--- src/rtl/periodic_task_tick_scheduler_top_assert.svh ---
// Assertion macros shared by the scheduler RTL.
`ifndef PERIODIC_TASK_TICK_SCHEDULER_TOP_ASSERT_SVH
`define PERIODIC_TASK_TICK_SCHEDULER_TOP_ASSERT_SVH

// Same-cycle implication, sampled on clk, off while in reset.
`define PTTS_ASSERT_IMPL(label, ante, cons, msg) \
    label: assert property (@(posedge clk) disable iff (!rst_n) (ante) |-> (cons)) \
        else $error(msg);

// Next-cycle implication, sampled on clk, off while in reset.
`define PTTS_ASSERT_NEXT(label, ante, cons, msg) \
    label: assert property (@(posedge clk) disable iff (!rst_n) (ante) |=> (cons)) \
        else $error(msg);

`endif

--- src/rtl/ptts_pkg.sv ---
`default_nettype none

package ptts_pkg;

    localparam int CMD_W      = 3;
    localparam int ID_W       = 3;
    localparam int TIME_W     = 16;
    localparam int MAX_RESULTS = 8;
    localparam int CNT_W      = 4;

    typedef enum logic [CMD_W-1:0] {
        CMD_TICK    = 3'd0,
        CMD_CREATE  = 3'd1,
        CMD_SUSPEND = 3'd2,
        CMD_RESUME  = 3'd3,
        CMD_DELETE  = 3'd4
    } cmd_t;

    typedef enum logic [1:0] {
        ST_IDLE,
        ST_EVAL,
        ST_FINISH
    } state_t;

endpackage

`default_nettype wire

--- src/rtl/ptts_req_if.sv ---
`default_nettype none

interface ptts_req_if;
    import ptts_pkg::*;

    logic              valid;
    logic              ready;
    logic [CMD_W-1:0]  cmd;
    logic [ID_W-1:0]   task_id;
    logic [TIME_W-1:0] period;
    logic [TIME_W-1:0] first_delay;

    modport source (output valid, output cmd, output task_id, output period,
                    output first_delay, input ready);
    modport sink   (input valid, input cmd, input task_id, input period,
                    input first_delay, output ready);
endinterface

`default_nettype wire

--- src/rtl/ptts_rsp_if.sv ---
`default_nettype none

interface ptts_rsp_if;
    import ptts_pkg::*;

    logic            valid;
    logic            ready;
    logic            fired;
    logic [ID_W-1:0] fired_task;
    logic            last;

    modport source (output valid, output fired, output fired_task, output last,
                    input ready);
    modport sink   (input valid, input fired, input fired_task, input last,
                    output ready);
endinterface

`default_nettype wire

--- src/rtl/ptts_ram.sv ---
`default_nettype none

module ptts_ram #(
    parameter int WIDTH = 32,
    parameter int DEPTH = 8
) (
    input  logic                                      clk,
    input  logic                                      we,
    input  logic [(DEPTH > 1 ? $clog2(DEPTH) : 1)-1:0] waddr,
    input  logic [WIDTH-1:0]                          wdata,
    input  logic                                      re,
    input  logic [(DEPTH > 1 ? $clog2(DEPTH) : 1)-1:0] raddr,
    output logic [WIDTH-1:0]                          rdata
);

    logic [WIDTH-1:0] mem [DEPTH];
    logic [WIDTH-1:0] rdata_reg;

    always_ff @(posedge clk)
    begin
        if (we)
        begin
            mem[waddr] <= wdata;
        end
        if (re)
        begin
            rdata_reg <= mem[raddr];
        end
    end

    assign rdata = rdata_reg;

endmodule

`default_nettype wire

--- src/rtl/periodic_task_tick_scheduler_top.sv ---
// Tick-driven periodic task scheduler. Non-tick requests (create, suspend,
// resume, delete) are taken without giving a response. A tick walks the
// MAX_TASKS slots in priority order, one slot per cycle while the response
// side does not stall, through the timer RAM's read-modify-write loop, then
// closes out in the finish state. Each due task yields one response (at
// most eight per tick, the final one flagged last); a tick with nothing due
// yields one response with fired low and last high. New requests are held
// off while a tick is in progress. Slot contents other than the valid mark
// are not reset.
`default_nettype none

`include "periodic_task_tick_scheduler_top_assert.svh"

module periodic_task_tick_scheduler_top #(
    parameter int MAX_TASKS = 8
) (
    input  logic       clk,
    input  logic       rst_n,
    ptts_req_if.sink   req,
    ptts_rsp_if.source rsp
);
    import ptts_pkg::*;

    localparam int IDX_W = (MAX_TASKS > 1) ? $clog2(MAX_TASKS) : 1;
    localparam int TIM_W = 2 * TIME_W;

    state_t                state_reg, state_next;
    logic [IDX_W-1:0]      scan_idx_reg, scan_idx_next;
    logic [CNT_W-1:0]      cnt_reg, cnt_next;
    logic [ID_W-1:0]       pend_id_reg, pend_id_next;
    logic                  slot_valid_reg [MAX_TASKS];

    logic                  rsp_valid_reg, rsp_valid_next;
    logic                  rsp_fired_reg, rsp_fired_next;
    logic [ID_W-1:0]       rsp_task_reg, rsp_task_next;
    logic                  rsp_last_reg, rsp_last_next;

    logic                  accept;
    logic                  id_ok;
    logic [IDX_W-1:0]      cmd_idx;
    logic                  out_free;
    logic                  emit;

    logic                  rdy_we, rdy_re;
    logic [IDX_W-1:0]      rdy_waddr, rd_addr;
    logic [0:0]            rdy_wdata, rdy_rdata;
    logic                  tim_we, tim_re;
    logic [IDX_W-1:0]      tim_waddr;
    logic [TIM_W-1:0]      tim_wdata, tim_rdata;

    logic                  cur_valid, active, due, report, need_out, advance, at_last;
    logic [TIME_W-1:0]     cur_period, cur_count;

    assign req.ready = (state_reg == ST_IDLE);
    assign accept    = req.valid && req.ready;
    assign id_ok     = (7'(req.task_id) < 7'(MAX_TASKS));
    assign cmd_idx   = IDX_W'(req.task_id);
    assign out_free  = !rsp_valid_reg || rsp.ready;

    assign cur_valid  = slot_valid_reg[scan_idx_reg];
    assign cur_period = tim_rdata[TIM_W-1:TIME_W];
    assign cur_count  = tim_rdata[TIME_W-1:0];
    assign active     = cur_valid && rdy_rdata[0];
    assign due        = active && (cur_count == '0);
    assign report     = due && (cnt_reg < CNT_W'(MAX_RESULTS));
    // a new fire pushes out the one held back; the held one is the last candidate
    assign need_out   = report && (cnt_reg != '0);
    assign advance    = !need_out || out_free;
    assign at_last    = (scan_idx_reg == IDX_W'(MAX_TASKS - 1));

    always_comb
    begin
        state_next = state_reg;
        unique case (state_reg)
            ST_IDLE:
            begin
                if (accept && req.cmd == CMD_TICK)
                begin
                    state_next = ST_EVAL;
                end
            end
            ST_EVAL:
            begin
                if (advance && at_last)
                begin
                    state_next = ST_FINISH;
                end
            end
            ST_FINISH:
            begin
                if (out_free)
                begin
                    state_next = ST_IDLE;
                end
            end
            default: state_next = ST_IDLE;
        endcase
    end

    always_comb
    begin
        scan_idx_next  = scan_idx_reg;
        cnt_next       = cnt_reg;
        pend_id_next   = pend_id_reg;
        emit           = 1'b0;
        rsp_fired_next = rsp_fired_reg;
        rsp_task_next  = rsp_task_reg;
        rsp_last_next  = rsp_last_reg;
        rdy_we         = 1'b0;
        rdy_waddr      = cmd_idx;
        rdy_wdata      = 1'b0;
        tim_we         = 1'b0;
        tim_waddr      = cmd_idx;
        tim_wdata      = {req.period, req.first_delay};
        rdy_re         = 1'b0;
        tim_re         = 1'b0;
        rd_addr        = '0;
        unique case (state_reg)
            ST_IDLE:
            begin
                if (accept)
                begin
                    unique case (req.cmd)
                        CMD_TICK:
                        begin
                            rdy_re        = 1'b1;
                            tim_re        = 1'b1;
                            rd_addr       = '0;
                            scan_idx_next = '0;
                            cnt_next      = '0;
                        end
                        CMD_CREATE:
                        begin
                            if (id_ok && !slot_valid_reg[cmd_idx])
                            begin
                                rdy_we    = 1'b1;
                                rdy_wdata = 1'b1;
                                tim_we    = 1'b1;
                            end
                        end
                        CMD_SUSPEND:
                        begin
                            rdy_we    = id_ok;
                            rdy_wdata = 1'b0;
                        end
                        CMD_RESUME:
                        begin
                            rdy_we    = id_ok;
                            rdy_wdata = 1'b1;
                        end
                        default: ;
                    endcase
                end
            end
            ST_EVAL:
            begin
                if (advance)
                begin
                    tim_we    = active;
                    tim_waddr = scan_idx_reg;
                    tim_wdata = {cur_period,
                                 due ? cur_period - 1'b1 : cur_count - 1'b1};
                    if (report)
                    begin
                        pend_id_next = ID_W'(scan_idx_reg);
                        cnt_next     = cnt_reg + 1'b1;
                    end
                    if (need_out)
                    begin
                        emit           = 1'b1;
                        rsp_fired_next = 1'b1;
                        rsp_task_next  = pend_id_reg;
                        rsp_last_next  = 1'b0;
                    end
                    if (!at_last)
                    begin
                        // next slot's read overlaps this slot's write-back
                        rdy_re        = 1'b1;
                        tim_re        = 1'b1;
                        rd_addr       = scan_idx_reg + 1'b1;
                        scan_idx_next = scan_idx_reg + 1'b1;
                    end
                end
            end
            ST_FINISH:
            begin
                if (out_free)
                begin
                    emit           = 1'b1;
                    rsp_fired_next = (cnt_reg != '0);
                    rsp_task_next  = (cnt_reg != '0) ? pend_id_reg : '0;
                    rsp_last_next  = 1'b1;
                end
            end
            default: ;
        endcase
        rsp_valid_next = emit ? 1'b1 : (rsp.ready ? 1'b0 : rsp_valid_reg);
    end

    always_ff @(posedge clk or negedge rst_n)
    begin
        if (!rst_n)
        begin
            state_reg     <= ST_IDLE;
            scan_idx_reg  <= '0;
            cnt_reg       <= '0;
            rsp_valid_reg <= 1'b0;
            for (int i = 0; i < MAX_TASKS; i++)
            begin
                slot_valid_reg[i] <= 1'b0;
            end
        end
        else
        begin
            state_reg     <= state_next;
            scan_idx_reg  <= scan_idx_next;
            cnt_reg       <= cnt_next;
            rsp_valid_reg <= rsp_valid_next;
            if (accept && id_ok)
            begin
                if (req.cmd == CMD_CREATE)
                begin
                    slot_valid_reg[cmd_idx] <= 1'b1;
                end
                else if (req.cmd == CMD_DELETE)
                begin
                    slot_valid_reg[cmd_idx] <= 1'b0;
                end
            end
        end
    end

    always_ff @(posedge clk)
    begin
        pend_id_reg   <= pend_id_next;
        rsp_fired_reg <= rsp_fired_next;
        rsp_task_reg  <= rsp_task_next;
        rsp_last_reg  <= rsp_last_next;
    end

    assign rsp.valid      = rsp_valid_reg;
    assign rsp.fired      = rsp_fired_reg;
    assign rsp.fired_task = rsp_task_reg;
    assign rsp.last       = rsp_last_reg;

    ptts_ram #(
        .WIDTH (1),
        .DEPTH (MAX_TASKS)
    ) u_ready_ram (
        .clk   (clk),
        .we    (rdy_we),
        .waddr (rdy_waddr),
        .wdata (rdy_wdata),
        .re    (rdy_re),
        .raddr (rd_addr),
        .rdata (rdy_rdata)
    );

    ptts_ram #(
        .WIDTH (TIM_W),
        .DEPTH (MAX_TASKS)
    ) u_timer_ram (
        .clk   (clk),
        .we    (tim_we),
        .waddr (tim_waddr),
        .wdata (tim_wdata),
        .re    (tim_re),
        .raddr (rd_addr),
        .rdata (tim_rdata)
    );

    `PTTS_ASSERT_IMPL(a_cnt_max, 1'b1, cnt_reg <= CNT_W'(MAX_RESULTS),
        "more responses held than one tick may report")
    `PTTS_ASSERT_IMPL(a_emit_free, emit, !rsp_valid_reg || rsp.ready,
        "response overwritten while stalled")
    `PTTS_ASSERT_IMPL(a_idle_write, tim_we && state_reg == ST_IDLE,
        req.valid && req.cmd == CMD_CREATE, "timer RAM written outside create or tick")
    `PTTS_ASSERT_NEXT(a_finish_exit, state_reg == ST_FINISH && out_free,
        state_reg == ST_IDLE && rsp_valid_reg && rsp_last_reg,
        "tick close-out did not deliver final response")

endmodule

`default_nettype wire
--- src/flat_wrapper.sv ---
// flat-port wrapper written by rule: the top's interface ports become plain ports
module periodic_task_tick_scheduler_top_flat import ptts_pkg::*;
#(
    parameter int MAX_TASKS = 8
)
  (clk, rst_n, req_valid, req_cmd, req_task_id, req_period, req_first_delay, req_ready, rsp_valid, rsp_fired, rsp_fired_task, rsp_last, rsp_ready);
  ptts_req_if req_i ();
  ptts_rsp_if rsp_i ();
  input  logic clk;
  input  logic rst_n;
  input wire logic [$bits(req_i.valid)-1:0] req_valid;
  input wire logic [$bits(req_i.cmd)-1:0] req_cmd;
  input wire logic [$bits(req_i.task_id)-1:0] req_task_id;
  input wire logic [$bits(req_i.period)-1:0] req_period;
  input wire logic [$bits(req_i.first_delay)-1:0] req_first_delay;
  output wire logic [$bits(req_i.ready)-1:0] req_ready;
  output wire logic [$bits(rsp_i.valid)-1:0] rsp_valid;
  output wire logic [$bits(rsp_i.fired)-1:0] rsp_fired;
  output wire logic [$bits(rsp_i.fired_task)-1:0] rsp_fired_task;
  output wire logic [$bits(rsp_i.last)-1:0] rsp_last;
  input wire logic [$bits(rsp_i.ready)-1:0] rsp_ready;
  assign req_i.valid = req_valid;
  assign req_i.cmd = req_cmd;
  assign req_i.task_id = req_task_id;
  assign req_i.period = req_period;
  assign req_i.first_delay = req_first_delay;
  assign req_ready = req_i.ready;
  assign rsp_valid = rsp_i.valid;
  assign rsp_fired = rsp_i.fired;
  assign rsp_fired_task = rsp_i.fired_task;
  assign rsp_last = rsp_i.last;
  assign rsp_i.ready = rsp_ready;
  periodic_task_tick_scheduler_top #(.MAX_TASKS(MAX_TASKS)) u_core (.clk(clk), .rst_n(rst_n), .req(req_i), .rsp(rsp_i));
endmodule
--- config.mk ---
export PLATFORM = sky130hd
export DESIGN_NAME = periodic_task_tick_scheduler_top_flat
export DESIGN_NICKNAME = d
export VERILOG_FILES = /design/src/rtl/ptts_pkg.sv /design/src/rtl/ptts_req_if.sv /design/src/rtl/ptts_rsp_if.sv /design/src/rtl/ptts_ram.sv /design/src/rtl/periodic_task_tick_scheduler_top.sv /design/src/flat_wrapper.sv
export VERILOG_INCLUDE_DIRS = /design/src /design/src/rtl
export SDC_FILE = /design/constraint.sdc
export NUM_CORES = 1
export LEC_CHECK = 0
export ABC_AREA = 1
export BUFFER_PORTS_ARGS = -buffer_cell sky130_fd_sc_hd__buf_2
export CELL_PAD_IN_SITES_DETAIL_PLACEMENT = 1
export CELL_PAD_IN_SITES_GLOBAL_PLACEMENT = 1
export CORE_ASPECT_RATIO = 1.5
export CORE_MARGIN = 8
export CORE_UTILIZATION = 45
export DETAILED_ROUTE_END_ITERATION = 7
export PLACE_DENSITY = 0.83
export SLEW_MARGIN = 20
export SYNTH_ARGS = -nofsm -noshare
export SYNTH_HDL_FRONTEND = slang
export SYNTH_SLANG_ARGS = --single-unit
--- constraint.sdc ---
create_clock -name clk -period 13.68 [get_ports clk]
set_input_delay 0.684 -clock clk [delete_from_list [all_inputs] [get_ports clk]]
set_output_delay 0.684 -clock clk [all_outputs]
set_load 0.005 [all_outputs]
==> metrics list <==
- Using the TritonRoute via totals, the vias-per-cell ratio works out to 5.56.
* Number of I/O port buffers: 48
- Along the worst path, the maximum fanout reaches 77.
- The endpoint identified for the worst register-to-register timing path is u_core.u_timer_ram.mem[2][25].
- Overall via count from detail_route: 12227
* H-tree level count: 1
- The cell area that synthesis handed to floorplanning was 0.0158 mm2.
* Std-Cell Rows: 84
* Final routed wirelength across all metal layers: 46.3 mm
* Tightest slew margin relative to the limit: 0.325
- Setup crit end kind: flip-flop
- Cell at the root of the clock tree: clkbuf_16
* Met2 layer usage reported by global route: 0.408
* R2R setup slack: 7890 ps
- Clock Skew: 12.5 ps
- Synthesis produced 1700 cells.
* Post-route setup TNS: 0 ps
* Lkg Pwr: 7.63 nW
* Worst r2r path cells: 13
- Crit Reg-Reg Startpoint: u_core.u_timer_ram.rdata[13]
* Slew at the pin closest to its max-slew limit: 1010 ps
* Data arrival at the endpoint of the critical path: 6020 ps
- CTS saw 323 sinks.
- The worst path in the final design needs a cycle of 5790 ps, including I/O delays and setup.
- Placed cell area: 0.0164 mm2
- The initial antenna violation count was 0.
- For this design the top-level I/O count stands at 49.
- Clock-pin slew of the registers on the worst-case setup and hold paths: 70 ps
- Clock tree from TritonCTS: yes
* Pin count of the biggest net entering global routing: 81
- Crit path to: u_core.u_timer_ram.mem[2][25]
* Post-synthesis sequential area ratio: 0.608
- Routing layer with the top usage in global route: met2
* Cell breakdown of the critical path: nor2_1 > nand4_1 > nor2_2 > nand3_4 > nor2_4 > nand3_4 > buf_4 > nand2_4 > nand2_1 > o21ai_0 > nand2_1 > nor2_4 > buf_4
* Clk buf depth: 3
- At the end of routability-driven placement, the weighted congestion stood at 0.919.
- Final setup vio count: 0
- The count of final hold-check violations is 0.
* Fraction of final layout cells with drive strength greater than 1: 0.0771
- After layout, the design draws a total of 3.41 mW.
- The number of global-route vias before repair came to 13326.
- The slowest stage of the critical path belongs to the cell buf_4.
- Unrepaired setup endpoints after global routing: false
* Worst Setup Path Type: flip-flop to flip-flop
- During synthesis, Yosys emitted a total of 0 warnings.
* Min-delay worst type: primary input to asynchronous set/reset pin
* F_max: 0.173 GHz
- Before CTS, the worst setup slack after placement is 8040 ps.
- Synthesis inferred 323 register bits.
* Initial standard-cell utilization of the core: 0.454
- Synthesis instantiated 38 different standard cells from the library.
- Net count reported at finish: 1752
- Synth-to-layout area growth: 10.3%
* Sort of element at the start of the critical path: flip-flop
- The run finished with clean final reports.
- Total nets after synthesis: 1750
- After global routing the overflow that remains totals 0.
- STA puts the critical path data required time at 13910 ps.
- Floorplan core area: 0.0348 mm2
* Mean Syn Cell Area: 9.29 um2
* Detailed-router iteration count before antenna repair: 5
- At the later pin of the worst-skew pair, clock insertion delay measures 580 ps.
- All-layer global routing usage: 0.223
- Across the VDD grid, the largest voltage drop is 0.000151 V.
- 0 antenna diodes ended up in the layout.
* Post-CTS Setup Repair Bufs: 0
- In the routed design, unresolved DRC markers number 0.
* HPWL Detailed: 29.6 mm
- First-pass GRT wire length: 72.7 mm
- Crit path setup slack, layout: 7890 ps
* Smallest hold slack: 40.1 ps
- In this run the power density over the cells is 196 mW/mm2.
* # resized after CTS: 0
* Final Instance Area: 0.0174 mm2
- Post-DRT Antenna Nets: 0
* First-iteration detailed-routing DRC count: 857
- Number of flip-flops under the largest register name: 256
- The die covers 0.0415 mm2.
* Die Y: 245 um
* Crit path launch: u_core.u_timer_ram.rdata[13]
* Average detailed-routed wire length per instance: 21.1 um
- The tool flagged a number of max-cap violations equal to 0.
- Final worst-path cycle share: 0.423
* Cts bufs inserted: 31
- After clock tree synthesis, the flow added hold-fix buffers numbering 0.
- For this run, global-route usage on met3 was measured as 0.0310.
* Delay of the slowest cell on the worst path: 680 ps
- In the global route stage, met1 resource usage came out at 0.252.
* Horizontal extent of the die: 169 um
- Max-slew violation count: 0
-- stage by stage --
| step | util | cells |
|---|---|---|
| floorplan | - | 1700 |
| global placement | 0.470 | 2138 |
| detailed placement | 0.471 | 2139 |
| CTS | 0.499 | 2195 |
| global route | 0.501 | 2198 |
| finish | 0.501 | 2198 |
-- layout by cell type, fill, tap and decap left out, types with 3 or more instances in the layout --
| cell | n |
|---|---|
| buf_2 | 48 |
| inv_1 | 343 |
| clkbuf_1 | 6 |
| xor2_1 | 3 |
| nor3_1 | 4 |
| or2_0 | 4 |
| edfxtp_1 | 305 |
| clkbuf_16 | 31 |
| a21oi_1 | 13 |
| nor4_1 | 8 |
| bufinv_16 | 3 |
| dfrtp_1 | 18 |
| nand3_4 | 3 |
| o21ai_0 | 46 |
| ha_1 | 7 |
| nor2_1 | 47 |
| nand3_1 | 154 |
| inv_2 | 3 |
| buf_4 | 13 |
| nand2_1 | 451 |
| nor2_4 | 10 |
| clkinv_1 | 12 |
| clkinv_2 | 6 |
| nand4_1 | 160 |
-- power breakdown --
part           switching (mW)  internal [mW]
sequential             0.0653           1.33
clock                   0.371          0.471
combinational           0.894          0.282
total                    1.33           2.08
-- worst max-delay path: cells and delay by family, from the launching register on --
| kind | cells | cell delay (ps) |
|---|---|---|
| flops | 1 | 410 |
| compound gates | 1 | 120 |
| buf+inv | 2 | 1160 |
| simple gates | 10 | 3660 |
-- worst min-delay path by stage --
stage,start,endpoint,slack (ps),cells after the start
detailed placement,flip-flop,flip-flop,480,2
global placement,flip-flop,flip-flop,470,2
global route,rst_n,asynchronous set/reset pin,70,1
floorplan,rst_n,asynchronous set/reset pin,390,0
CTS,rst_n,asynchronous set/reset pin,40,1
finish,rst_n,asynchronous set/reset pin,40,1
-- layout make-up --
type	count	area, um2
fill	3899	17400
sequential	323	9610
multi-input combinational	931	4510
inverter	350	1310
clock buffer	37	798
tap	473	592
timing repair buffer	65	433
clock inverter	19	170
-- synth_stat cells (all sizes together) --
master,n,share of area
xor2,3,0.0017
a31oi,2,0.00079
o31ai,2,0.00095
clkbuf,38,0.0090
nand4,161,0.065
clkinv,4,0.00095
edfxtp,305,0.58
mux2i,1,0.00063
ha,8,0.0063
nand2,454,0.11
nor3,4,0.0013
xnor2,1,0.00055
nand3,157,0.051
dfrtp,18,0.029
o211ai,2,0.00095
or2,5,0.0020
o21ai,48,0.015
a21oi,13,0.0041
a221oi,1,0.00055
nor4,8,0.0032
o22ai,1,0.00040
buf,58,0.021
inv,346,0.082
o21bai,1,0.00048
nor2,59,0.015
-- cell families after synthesis --
logic type,synth area share
and+or+nand+nor,0.246
buffers and inverters,0.113
DFF,0.608
AOI/OAI and AO/OA,0.0237
adders and majority gates,0.00634
xor gates and xnor gates,0.00222
muxes,0.000634
-- metal layers --
| layer | vias to the layer above | wire [um] |
|---|---|---|
| met2 | 358 | 24500 |
| li1 | 5596 | - |
| met5 | - | 0 |
| met1 | 6149 | 17700 |
| met3 | 124 | 2100 |
| met4 | 0 | 2020 |
(Power assumes the default switching activity.)
